==> config.mk <==
export PLATFORM = sky130hd
export DESIGN_NAME = assoc_cache_directory_age_replace
export DESIGN_NICKNAME = d
export VERILOG_FILES = /design/src/rtl/acdar_pkg.sv /design/src/rtl/acdar_cell.sv /design/src/rtl/assoc_cache_directory_age_replace.sv
export SDC_FILE = /design/constraint.sdc
export NUM_CORES = 2
export LEC_CHECK = 0
export ABC_AREA = 1
export BUFFER_PORTS_ARGS = -buffer_cell sky130_fd_sc_hd__buf_2
export CAP_MARGIN = 30
export CORE_MARGIN = 8
export CORE_UTILIZATION = 35
export DETAILED_ROUTE_END_ITERATION = 10
export PLACE_DENSITY = 0.52
export SLEW_MARGIN = 30
export SYNTH_ARGS = -nofsm -noshare
export SYNTH_HDL_FRONTEND = slang
export SYNTH_SLANG_ARGS = --single-unit
==> constraint.sdc <==
create_clock -name clock -period 2.7 [get_ports clock]
set_clock_uncertainty 0.05 [all_clocks]
set_input_delay 0.27 -clock clock [delete_from_list [all_inputs] [get_ports clock]]
set_output_delay 0.27 -clock clock [all_outputs]
set_load 0.02 [all_outputs]
==> src/rtl/acdar_pkg.sv <==
// shared types and constants for the age-replaced associative directory
`timescale 1ns / 1ps

package acdar_pkg;

   localparam int AGE_W   = 14;
   localparam int SLOT_W  = 4;
   localparam int FIELD_W = 32;

   localparam logic [AGE_W-1:0] AGE_FRESH = AGE_W'(9999);

   localparam logic CMD_LOOKUP = 1'b0;
   localparam logic CMD_INSERT = 1'b1;

   typedef enum logic [1:0] {
      ST_IDLE,
      ST_SCAN,
      ST_DONE
   } acdar_state_type;

   // control part of the scan packet handed from cell to cell
   typedef struct packed {
      logic vld;
      logic found;
      logic empty_found;
      logic have_min;
   } scan_flags_type;

endpackage

==> src/rtl/acdar_cell.sv <==
// one directory entry plus its stage of the scan packet chain
`timescale 1ns / 1ps

module acdar_cell #(
   parameter int IDX_W        = 4,
   parameter int KEY_BITS     = 32,
   parameter int PAYLOAD_BITS = 32,
   parameter int CELL_IDX     = 0
) (
   input  logic                          clock,
   input  logic                          reset,
   // scan packet from the previous cell
   input  acdar_pkg::scan_flags_type     in_flags,
   input  logic [IDX_W-1:0]              in_idx,
   input  logic [PAYLOAD_BITS-1:0]       in_pay,
   input  logic [IDX_W-1:0]              in_empty_idx,
   input  logic [acdar_pkg::AGE_W-1:0]   in_min_age,
   input  logic [IDX_W-1:0]              in_min_idx,
   // scan packet to the next cell
   output acdar_pkg::scan_flags_type     out_flags,
   output logic [IDX_W-1:0]              out_idx,
   output logic [PAYLOAD_BITS-1:0]       out_pay,
   output logic [IDX_W-1:0]              out_empty_idx,
   output logic [acdar_pkg::AGE_W-1:0]   out_min_age,
   output logic [IDX_W-1:0]              out_min_idx,
   // broadcast from the controller
   input  logic [KEY_BITS-1:0]           key,
   input  logic [PAYLOAD_BITS-1:0]       payload,
   input  logic                          commit,
   input  logic [IDX_W-1:0]              commit_idx
);
   import acdar_pkg::*;

   localparam logic [IDX_W-1:0] MY_IDX = IDX_W'(CELL_IDX);

   logic                    valid_ff, valid_in;
   logic [KEY_BITS-1:0]     entry_key_ff, entry_key_in;
   logic [PAYLOAD_BITS-1:0] entry_pay_ff, entry_pay_in;
   logic [AGE_W-1:0]        age_ff, age_in;

   logic                    scan_vld_ff;
   scan_flags_type          flags_ff, flags_in;
   logic [IDX_W-1:0]        idx_ff, idx_in;
   logic [PAYLOAD_BITS-1:0] pay_ff, pay_in;
   logic [IDX_W-1:0]        empty_idx_ff, empty_idx_in;
   logic [AGE_W-1:0]        min_age_ff, min_age_in;
   logic [IDX_W-1:0]        min_idx_ff, min_idx_in;

   // scan step: first match, first empty slot and running minimum age
   always_comb begin
      flags_in     = in_flags;
      idx_in       = in_idx;
      pay_in       = in_pay;
      empty_idx_in = in_empty_idx;
      min_age_in   = in_min_age;
      min_idx_in   = in_min_idx;
      if (!in_flags.found && valid_ff && (entry_key_ff == key)) begin
         flags_in.found = 1'b1;
         idx_in         = MY_IDX;
         pay_in         = entry_pay_ff;
      end
      if (!in_flags.empty_found && !valid_ff) begin
         flags_in.empty_found = 1'b1;
         empty_idx_in         = MY_IDX;
      end
      // strict compare keeps the lowest index on equal ages
      if (valid_ff && (!in_flags.have_min || (age_ff < in_min_age))) begin
         flags_in.have_min = 1'b1;
         min_age_in        = age_ff;
         min_idx_in        = MY_IDX;
      end
   end

   // entry update on an insert commit
   always_comb begin
      valid_in     = valid_ff;
      entry_key_in = entry_key_ff;
      entry_pay_in = entry_pay_ff;
      age_in       = age_ff;
      if (commit) begin
         if (commit_idx == MY_IDX) begin
            valid_in     = 1'b1;
            entry_key_in = key;
            entry_pay_in = payload;
            age_in       = AGE_FRESH;
         end else if (valid_ff && (age_ff != '0)) begin
            age_in = age_ff - AGE_W'(1);
         end
      end
   end

   always_ff @(posedge clock) begin
      if (reset) begin
         valid_ff    <= 1'b0;
         age_ff      <= '0;
         scan_vld_ff <= 1'b0;
      end else begin
         valid_ff    <= valid_in;
         age_ff      <= age_in;
         scan_vld_ff <= in_flags.vld;
      end
   end

   always_ff @(posedge clock) begin
      entry_key_ff <= entry_key_in;
      entry_pay_ff <= entry_pay_in;
      if (in_flags.vld) begin
         flags_ff     <= flags_in;
         idx_ff       <= idx_in;
         pay_ff       <= pay_in;
         empty_idx_ff <= empty_idx_in;
         min_age_ff   <= min_age_in;
         min_idx_ff   <= min_idx_in;
      end
   end

   // the packet marker is the only reset part of the packet
   always_comb begin
      out_flags     = flags_ff;
      out_flags.vld = scan_vld_ff;
   end

   assign out_idx       = idx_ff;
   assign out_pay       = pay_ff;
   assign out_empty_idx = empty_idx_ff;
   assign out_min_age   = min_age_ff;
   assign out_min_idx   = min_idx_ff;

endmodule

==> src/rtl/assoc_cache_directory_age_replace.sv <==
// the scan packet is registered in start_ff, then walks the cell chain one cell per cycle
// before the result is known and loaded into the output register; req_ready stays low
// from the accept until that load, so a new transaction waits until the last one is done
// an insert updates the entries in the cycle its result enters the output register
// reset empties every entry and clears all ages; no clearing pass is needed
`timescale 1ns / 1ps

module assoc_cache_directory_age_replace #(
   parameter int ENTRIES      = 16,
   parameter int KEY_BITS     = 32,
   parameter int PAYLOAD_BITS = 32
) (
   input  logic                            clock,
   input  logic                            reset,
   input  logic                            req_valid,
   output logic                            req_ready,
   input  logic                            req_command,
   input  logic [acdar_pkg::FIELD_W-1:0]   req_key,
   input  logic [acdar_pkg::FIELD_W-1:0]   req_payload,
   output logic                            rsp_valid,
   input  logic                            rsp_ready,
   output logic                            rsp_hit,
   output logic [acdar_pkg::SLOT_W-1:0]    rsp_slot,
   output logic [acdar_pkg::FIELD_W-1:0]   rsp_payload_out
);
   import acdar_pkg::*;

   localparam int IDX_W = $clog2(ENTRIES);

   acdar_state_type         state_ff, state_in;
   logic                    start_ff, start_in;
   logic                    cmd_ff, cmd_in;
   logic [KEY_BITS-1:0]     key_ff, key_in;
   logic [PAYLOAD_BITS-1:0] pay_ff, pay_in;

   logic                    rsp_valid_ff, rsp_valid_in;
   logic                    rsp_hit_ff, rsp_hit_in;
   logic [SLOT_W-1:0]       rsp_slot_ff, rsp_slot_in;
   logic [FIELD_W-1:0]      rsp_payload_ff, rsp_payload_in;

   logic                    accept;
   logic                    out_free;
   logic                    load_rsp;
   logic                    commit;
   logic [IDX_W-1:0]        victim;

   scan_flags_type          flags_w     [0:ENTRIES];
   logic [IDX_W-1:0]        idx_w       [0:ENTRIES];
   logic [PAYLOAD_BITS-1:0] pay_w       [0:ENTRIES];
   logic [IDX_W-1:0]        empty_idx_w [0:ENTRIES];
   logic [AGE_W-1:0]        min_age_w   [0:ENTRIES];
   logic [IDX_W-1:0]        min_idx_w   [0:ENTRIES];

   assign accept   = req_valid && req_ready;
   assign out_free = !rsp_valid_ff || rsp_ready;

   // next state
   always_comb begin
      state_in = state_ff;
      case (state_ff)
         ST_IDLE: begin
            if (accept) state_in = ST_SCAN;
         end
         ST_SCAN: begin
            if (flags_w[ENTRIES].vld) state_in = ST_DONE;
         end
         ST_DONE: begin
            if (out_free) state_in = ST_IDLE;
         end
         default: state_in = ST_IDLE;
      endcase
   end

   // fsm outputs
   always_comb begin
      req_ready = 1'b0;
      load_rsp  = 1'b0;
      case (state_ff)
         ST_IDLE: req_ready = 1'b1;
         ST_SCAN: req_ready = 1'b0;
         ST_DONE: load_rsp  = out_free;
         default: req_ready = 1'b0;
      endcase
   end

   assign commit   = load_rsp && (cmd_ff == CMD_INSERT);
   assign start_in = accept;
   assign cmd_in   = accept ? req_command : cmd_ff;
   assign key_in   = accept ? KEY_BITS'(req_key) : key_ff;
   assign pay_in   = accept ? PAYLOAD_BITS'(req_payload) : pay_ff;

   // first empty slot wins, otherwise the oldest entry
   assign victim = flags_w[ENTRIES].empty_found ? empty_idx_w[ENTRIES]
                                                : min_idx_w[ENTRIES];

   always_comb begin
      rsp_valid_in   = rsp_valid_ff && !rsp_ready;
      rsp_hit_in     = rsp_hit_ff;
      rsp_slot_in    = rsp_slot_ff;
      rsp_payload_in = rsp_payload_ff;
      if (load_rsp) begin
         rsp_valid_in   = 1'b1;
         rsp_hit_in     = 1'b0;
         rsp_slot_in    = '0;
         rsp_payload_in = '0;
         if (cmd_ff == CMD_INSERT) begin
            rsp_slot_in = SLOT_W'(victim);
         end else if (flags_w[ENTRIES].found) begin
            rsp_hit_in     = 1'b1;
            rsp_slot_in    = SLOT_W'(idx_w[ENTRIES]);
            rsp_payload_in = FIELD_W'(pay_w[ENTRIES]);
         end
      end
   end

   always_ff @(posedge clock) begin
      if (reset) begin
         state_ff     <= ST_IDLE;
         start_ff     <= 1'b0;
         rsp_valid_ff <= 1'b0;
      end else begin
         state_ff     <= state_in;
         start_ff     <= start_in;
         rsp_valid_ff <= rsp_valid_in;
      end
   end

   always_ff @(posedge clock) begin
      cmd_ff         <= cmd_in;
      key_ff         <= key_in;
      pay_ff         <= pay_in;
      rsp_hit_ff     <= rsp_hit_in;
      rsp_slot_ff    <= rsp_slot_in;
      rsp_payload_ff <= rsp_payload_in;
   end

   // empty scan packet enters the head of the chain
   assign flags_w[0]     = '{vld: start_ff, found: 1'b0, empty_found: 1'b0, have_min: 1'b0};
   assign idx_w[0]       = '0;
   assign pay_w[0]       = '0;
   assign empty_idx_w[0] = '0;
   assign min_age_w[0]   = '0;
   assign min_idx_w[0]   = '0;

   for (genvar i = 0; i < ENTRIES; i++) begin : g_cell
      acdar_cell #(
         .IDX_W        (IDX_W),
         .KEY_BITS     (KEY_BITS),
         .PAYLOAD_BITS (PAYLOAD_BITS),
         .CELL_IDX     (i)
      ) u_cell (
         .clock         (clock),
         .reset         (reset),
         .in_flags      (flags_w[i]),
         .in_idx        (idx_w[i]),
         .in_pay        (pay_w[i]),
         .in_empty_idx  (empty_idx_w[i]),
         .in_min_age    (min_age_w[i]),
         .in_min_idx    (min_idx_w[i]),
         .out_flags     (flags_w[i+1]),
         .out_idx       (idx_w[i+1]),
         .out_pay       (pay_w[i+1]),
         .out_empty_idx (empty_idx_w[i+1]),
         .out_min_age   (min_age_w[i+1]),
         .out_min_idx   (min_idx_w[i+1]),
         .key           (key_ff),
         .payload       (pay_ff),
         .commit        (commit),
         .commit_idx    (victim)
      );
   end

   assign rsp_valid       = rsp_valid_ff;
   assign rsp_hit         = rsp_hit_ff;
   assign rsp_slot        = rsp_slot_ff;
   assign rsp_payload_out = rsp_payload_ff;

endmodule

Yosys cells after proc, flatten, opt, wreduce, memory -nomap -nowiden
Index checks and enable logic that the tools add are counted.

Register bits: 2302. Input port bits: 69. Output and inout bits: 39. Logic and storage cells: 581.

$add $sub $neg: 16. Magnitude comparators: 15. Eq/ne operators: 36. Multiplexer cells: 75. Bitwise gates (word level): 1. Reduce and logical (&&, ||, !) cells: 226.

Operators with widths (count): 2-to-1 mux 14 bit (46); == test 32 bit (16); 2-to-1 mux 32 bit (15); nonzero test 14 bit (16); subtractor 14 x 1 -> 14 bit (second input constant) (16); < comparator 14 bit (15); logical AND 1 bit (80); AND reduction 2 bit (32); zero test 1 bit (62); == test 4 bit (second input constant) (8); nonzero test 2 bit (16); == test 4 x 3 -> 1 bit (second input constant) (4); logical OR 1 bit (16); 2-to-1 mux 4 bit (3); == test 4 x 2 -> 1 bit (second input constant) (2); 2-to-1 mux 1 bit (7); 2-to-1 mux 2 bit (3); case mux 2 bit (3 select lines) (1); == test 4 x 1 -> 1 bit (second input constant) (1); zero test 4 bit (1); != test 2 bit (second input constant) (2); AND reduction 3 bit (1); == test 2 x 1 -> 1 bit (second input constant) (1); == test 2 bit (second input constant) (1); 4 further kinds (4).

Logic depth before layout (Yosys ltp)
Depth after elaboration: 5. Gate-level depth with buffers: 14. Mapped depth without buffers: 12.

Modules after synthesis
Synthesis repeated with hierarchy kept, for this count alone.

Cell total of the unflattened synthesis: 11425. Area total of the unflattened synthesis: 109897.9 sq um.

Modules (own cells, without submodules): acdar_cell at g_cell[10].u_cell ... (instances 6, cells each 702, area an instance 6683.9 sq um, sequential area each 4073.9 sq um); acdar_cell at g_cell[11].u_cell ... (instances 4, cells each 699, area an instance 6665.1 sq um, sequential area each 4073.9 sq um); acdar_cell at g_cell[1].u_cell ... (instances 4, cells each 700, area an instance 6577.6 sq um, sequential area each 4073.9 sq um); acdar_cell at g_cell[0].u_cell (instances 1, cells each 704, area an instance 6591.3 sq um, sequential area each 4073.9 sq um); acdar_cell at g_cell[15].u_cell (instances 1, cells each 693, area an instance 6566.3 sq um, sequential area each 4073.9 sq um); assoc_cache_directory_age_replace (instances 1, cells each 220, area an instance 3666.0 sq um, sequential area each 3143.0 sq um).

Worst setup path before layout
Ideal clock, no wire load.

Path kind: register to register. From: register g_cell[15].u_cell.flags_ff (netlist bit g_cell[15].u_cell.out_flags[1]). To: register g_cell[15].u_cell.entry_key_ff[0] (enable). Setup time: 0.418 ns. Arrival time: 2.395 ns. Data required time: 2.232 ns. Slack: -0.163 ns. Cell stages (with the launch flop): 9. Path buffers: 1. Clock period less this slack: 2.863 ns. Cell sequence: edfxtp_1 buf_6 inv_4 nand2_1 nand2_2 nand2_4 nor2_4 nand2_1 inv_1.

Longest elaborated chain between the ends: 3.

Ends and longest elaborated chain: start, declared (line acdar_cell.sv:42) `scan_flags_type flags_ff, flags_in;`; start signal, assigned (line acdar_cell.sv:108) `flags_ff <= flags_in;`; 2-to-1 mux 4 bit (line assoc_cache_directory_age_replace.sv:93) `assign victim = flags_w[ENTRIES].empty_found ? empty_idx_w[ENTRIES]`; == test 4 bit (line acdar_cell.sv:81) `if (commit_idx == MY_IDX) begin`; AND reduction 2 bit (no line); end signal, assigned (line acdar_cell.sv:105) `entry_key_ff <= entry_key_in;`; end, declared (line acdar_cell.sv:37) `logic [KEY_BITS-1:0] entry_key_ff, entry_key_in;`.

Every way passes these cells. A chain may end at the register's enable or synchronous reset.

Final worst setup path
From: register key_ff[6]. To: register g_cell[11].u_cell.pay_ff[6], data pin.

Longest elaborated chain between the ends: 3.

Ends and longest elaborated chain: start, declared (line assoc_cache_directory_age_replace.sv:33) `logic [KEY_BITS-1:0] key_ff, key_in;`; start signal, assigned (line assoc_cache_directory_age_replace.sv:130) `key_ff <= key_in;`; == test 32 bit (line acdar_cell.sv:57) `if (!in_flags.found && valid_ff && (entry_key_ff == key)) begin`; logical AND 1 bit (line acdar_cell.sv:57); 2-to-1 mux 32 bit (line acdar_cell.sv:57); via g_cell[11].u_cell.pay_in[6] (line acdar_cell.sv:44) `logic [PAYLOAD_BITS-1:0] pay_ff, pay_in;`; end signal, assigned (line acdar_cell.sv:110) `pay_ff <= pay_in;`; end, declared (line acdar_cell.sv:44).

The timed path passes the listed nets, and every way through them passes these cells.

==> results.yml <==
die:
  ios: 108
  floorplan.initialDensity_pct: 35.2
  die_h_um: 563
  placement_rows: 200
  die_area_sq_mm: 0.317
  die-width_um: 563
  core_sq_mm: 0.297
timing:
  hold_viol: 0
  total_neg_setup_slack_ns: 0
  final-setup-viol-count: 0
  relSlewSlack_pct: 38.9
  worst_pin_slew_ns: 0.917
  setup_repair_after_global_routing_missed_its_margin: "false"
  fmax_ghz: 0.378
  setup_slack_ns: 0.0539
  final-max-slew-violation-count: 0
  fin_crit_ns: 2.65
  layout_worst_path_cycle_share_pct: 98.0
synthesis:
  synth-warning-count: 0
  postSynthAreaPerCell_sq_um: 9.87
  ys_types: 39
  synth_register_bits: 2302
  synth.cell_area_sq_mm: 0.105
  synth.net_count: 10900
  post_synth_inst_count: 10600
  ys_seq_area_share_pct: 63.6
setup_path:
  worstPathArrival_ns: 3.22
  startpoint_type: "flop"
  path_class: "reg -> reg"
  worstPathCellList: "buf_4 > buf_4 > nand2_1 > nand2_1 > nor2_1 > nand2_1 > nor2_1 > nand3_1 > buf_12 > o21bai_1 > nand2_1"
  critical-path-max-stage-delay_ns: 0.56
  cp.depth: 11
  crit_family: "simple AND/OR/NAND/NOR gates"
  critPathCaptureType: "flop"
  regToRegStartpoint: "key_ff[6]"
  path_buf_inv: 3
  critical_path_required_ns: 3.28
  ff2ff_path_depth: 11
  critical-path-top-cell-by-count: "sky130_fd_sc_hd__nand2_1"
  critPathMaxFanout: 33
  launch_point_of_the_critical_path: "key_ff[6]"
  critical_path_slowest_stage_cell: "sky130_fd_sc_hd__edfxtp_1"
power_and_ir_drop:
  vdd.ir_drop.worst_v: 0.000539
  power_frac_clock_pct: 44.1
  p_sw_mw: 16.0
  power_per_cell_area_mw_per_mm2: 606
  power.switching_fraction_pct: 21.6
  power.static_leakage_nw: 51.4
  seqPwrFrac_pct: 52.5
  internal_power_of_the_cells_mw: 58.0
  comb_power_share_pct: 3.5
run_status:
  outcome: "finished clean"
job:
  timing.max_cap.violations: 0
clock_tree:
  clockRootBuffer: "sky130_fd_sc_hd__clkbuf_16"
  tritoncts.num_buffers: 244
  clk_transition_reported_paths_ns: 0.06
  cts_buffer_depth: 4
  cts_tree: "built"
  clock_latency_ns: 0.93
  clock-sinks: 2302
  clock_tree.htree_level_count: 4
min_path:
  holdCritStartpoint: "req_key[30]"
  min_delay_path_depth: 2
  holdCritPathClass: "in -> reg"
global_route:
  antenna_found_initial: 21
  maximum_number_of_pins_on_one_net_before_global_route_repair: 94
  grt_pass1_wl_um: 477000
  grtUsageTotal_pct: 19.9
  grt_remaining_overflow: 0
  first_global_vias: 72900
placed_design:
  post-place-ws_ns: 0.0236
  gp_routability_congestion: 0.874
  dp_hpwl_um: 223000
  numPortBuffers: 107
drt:
  route.vias.total: 74700
  detail_route.first_pass.iterations: 7
  detailedRoute.firstIterationViolations: 6697
  met3_wirelength_from_detailed_routing_um: 19100
  totalWireLength_um: 326000
  drt-vias-per-instance: 4.87
  drc_errors: 0
  drtAntennaViolNets: 0
  wire_length_per_cell_after_detailed_routing_um: 21.3
  met2_length_um: 159000
  met1_length_um: 137000
  highest_layer: "met4"
layout:
  final_net_count: 11500
  final_layout_size_suffix_gt1_share_pct: 10.3
  areaGrowthSynthToFinish_pct: 16.8
  num-fill-cells: 28700
[final timing paths]
path	endpoint	slack [ns]
worst max-delay path	g_cell[11].u_cell.out_pay[6]	0.05
worst min-delay path	key_ff[30]	0.06
worst max register to register	g_cell[11].u_cell.out_pay[6]	0.05
worst min register to register	state_ff[1]	0.43
[what timing repair did]
| item | 4_1_cts | 5_1_grt |
|---|---|---|
| gates cloned | 0 | 1 |
| setup buffers | 0 | 2 |
| endpoints found under the hold margin | 117 | 0 |
| setup endpoints to repair | 1 | 126 |
| gates resized for setup | 1 | 11 |
| hold buffers | 112 | 0 |
[power groups by stage]
stage	logic (mW)	clock network [mW]	registers (mW)
global route	2.69	34.6	38.8
detailed placement	2.42	0	39.6
global placement	2.41	0	39.6
finish	2.57	32.6	38.8
CTS	2.55	33.3	38.8
floorplan	0.858	0	39.7
[cell families after synthesis]
logic type	share of synthesized area [%]
AO/OA/AOI/OAI	3.40
XOR/XNOR	1.43
adder cells (fa/ha/maj)	2.71
buffers and inverters	6.78
flip-flops	63.6
AND/OR/NAND/NOR	22.1
[final cells by class]
type / instances / area, sq um / share of cell area [%]
Multi-Input combinational cell: 6607 / 31000 / 25.4
Sequential cell: 2302 / 66500 / 54.5
Clock buffer: 305 / 6460 / 5.29
Clock inverter: 129 / 1110 / 0.909
Tap cell: 3939 / 4930 / 4.03
Antenna cell: 6 / 15.0 / 0.0123
Inverter: 1339 / 5100 / 4.17
Timing Repair Buffer: 700 / 7000 / 5.73
[per-stage QoR]
step / instances / power [mW] / util, % / area [sq um] / hold WS (ns)
6_report: 15300 / 74.0 / 41.1 / 122000 / 0.0556
2_1_floorplan: 10600 / 40.5 / - / 105000 / 0.319
3_5_place_dp: 14800 / 42.0 / 38.1 / 113000 / 0.398
4_1_cts: 15300 / 74.7 / 41.1 / 122000 / 0.00293
5_1_grt: 15300 / 76.1 / 41.1 / 122000 / 0.0195
3_3_place_gp: 14800 / 42.0 / 38.1 / 113000 / 0.396
[Yosys cell counts (all sizes together)]
master  count  share of area (%)
a21oi     317                1.5
nand3b     56               0.40
or2        55               0.33
dfxtp     260                5.0
nor3       41               0.25
ha        227                2.7
nand2    3595                 13
nor4        1             0.0060
xor2       69               0.58
clkinv      9              0.033
nor2      876                3.4
nand4      58               0.35
o21bai    128               0.92
o21ai     148               0.71
clkbuf     81               0.29
buf       277                1.7
a21o       14               0.10
a21boi      9              0.065
xnor2     102               0.85
o211ai      2              0.014
edfxtp   2042                 59
o22ai      10              0.060
o21a        3              0.022
nand3     896                4.4
inv      1330                4.8
[state kept, by name, indices dropped and copies added, names as in the netlist, 2 cells and up]
name	count
g_cell.u_cell.age_ff	224
g_cell.u_cell.entry_key_ff	512
g_cell.u_cell.entry_pay_ff	512
g_cell.u_cell.out_empty_idx	49
g_cell.u_cell.out_flags	47
g_cell.u_cell.out_idx	49
g_cell.u_cell.out_min_age	210
g_cell.u_cell.out_min_idx	49
g_cell.u_cell.out_pay	512
g_cell.u_cell.scan_vld_ff	16
g_cell.u_cell.valid_ff	16
key_ff	32
pay_ff	32
rsp_payload_out	32
rsp_slot	4
state_ff	2
[metal layers]
layer | vias up | GRT usage, %
met2 | 2282 | 34.8
met4 | 0 | 6.05
met3 | 504 | 2.67
li1 | 35800 | -
met5 | - | 0
met1 | 36200 | 25.8
[cell usage in the layout (no fill, tap or decap), types with 6 or more instances in the layout]
cell type / Yosys / routed
sky130_fd_sc_hd__nand2_1: 3549 / 3549
sky130_fd_sc_hd__edfxtp_1: 2042 / 2042
sky130_fd_sc_hd__inv_1: 1281 / 1262
sky130_fd_sc_hd__nand3_1: 883 / 882
sky130_fd_sc_hd__nor2_1: 832 / 830
sky130_fd_sc_hd__buf_4: 80 / 343
sky130_fd_sc_hd__a21oi_1: 317 / 317
sky130_fd_sc_hd__clkbuf_16: 0 / 249
sky130_fd_sc_hd__dfxtp_1: 260 / 244
sky130_fd_sc_hd__ha_1: 227 / 227
sky130_fd_sc_hd__buf_12: 0 / 136
sky130_fd_sc_hd__o21bai_1: 128 / 128
sky130_fd_sc_hd__o21ai_0: 123 / 123
sky130_fd_sc_hd__dlygate4sd3_1: 0 / 112
sky130_fd_sc_hd__buf_2: 158 / 106
sky130_fd_sc_hd__xnor2_1: 102 / 102
sky130_fd_sc_hd__xor2_1: 69 / 69
sky130_fd_sc_hd__clkinv_1: 8 / 68
sky130_fd_sc_hd__nand4_1: 58 / 58
sky130_fd_sc_hd__nand3b_1: 56 / 56
sky130_fd_sc_hd__or2_2: 55 / 55
sky130_fd_sc_hd__clkbuf_1: 81 / 53
sky130_fd_sc_hd__inv_2: 48 / 46
sky130_fd_sc_hd__clkinv_2: 1 / 41
sky130_fd_sc_hd__nand2_2: 39 / 39
sky130_fd_sc_hd__nor3_1: 29 / 29
sky130_fd_sc_hd__o21ai_1: 25 / 25
sky130_fd_sc_hd__nor2_4: 22 / 23
sky130_fd_sc_hd__nor2_2: 22 / 23
sky130_fd_sc_hd__clkinvlp_4: 0 / 22
sky130_fd_sc_hd__bufinv_16: 0 / 19
sky130_fd_sc_hd__dfxtp_2: 0 / 16
sky130_fd_sc_hd__a21o_1: 14 / 14
sky130_fd_sc_hd__nor3_2: 12 / 12
sky130_fd_sc_hd__nand3_2: 11 / 11
sky130_fd_sc_hd__o22ai_1: 10 / 10
sky130_fd_sc_hd__a21boi_0: 9 / 9
sky130_fd_sc_hd__nand2_4: 7 / 7
sky130_fd_sc_hd__diode_2: 0 / 6
No activity file was read; power rests on OpenSTA's default activity.
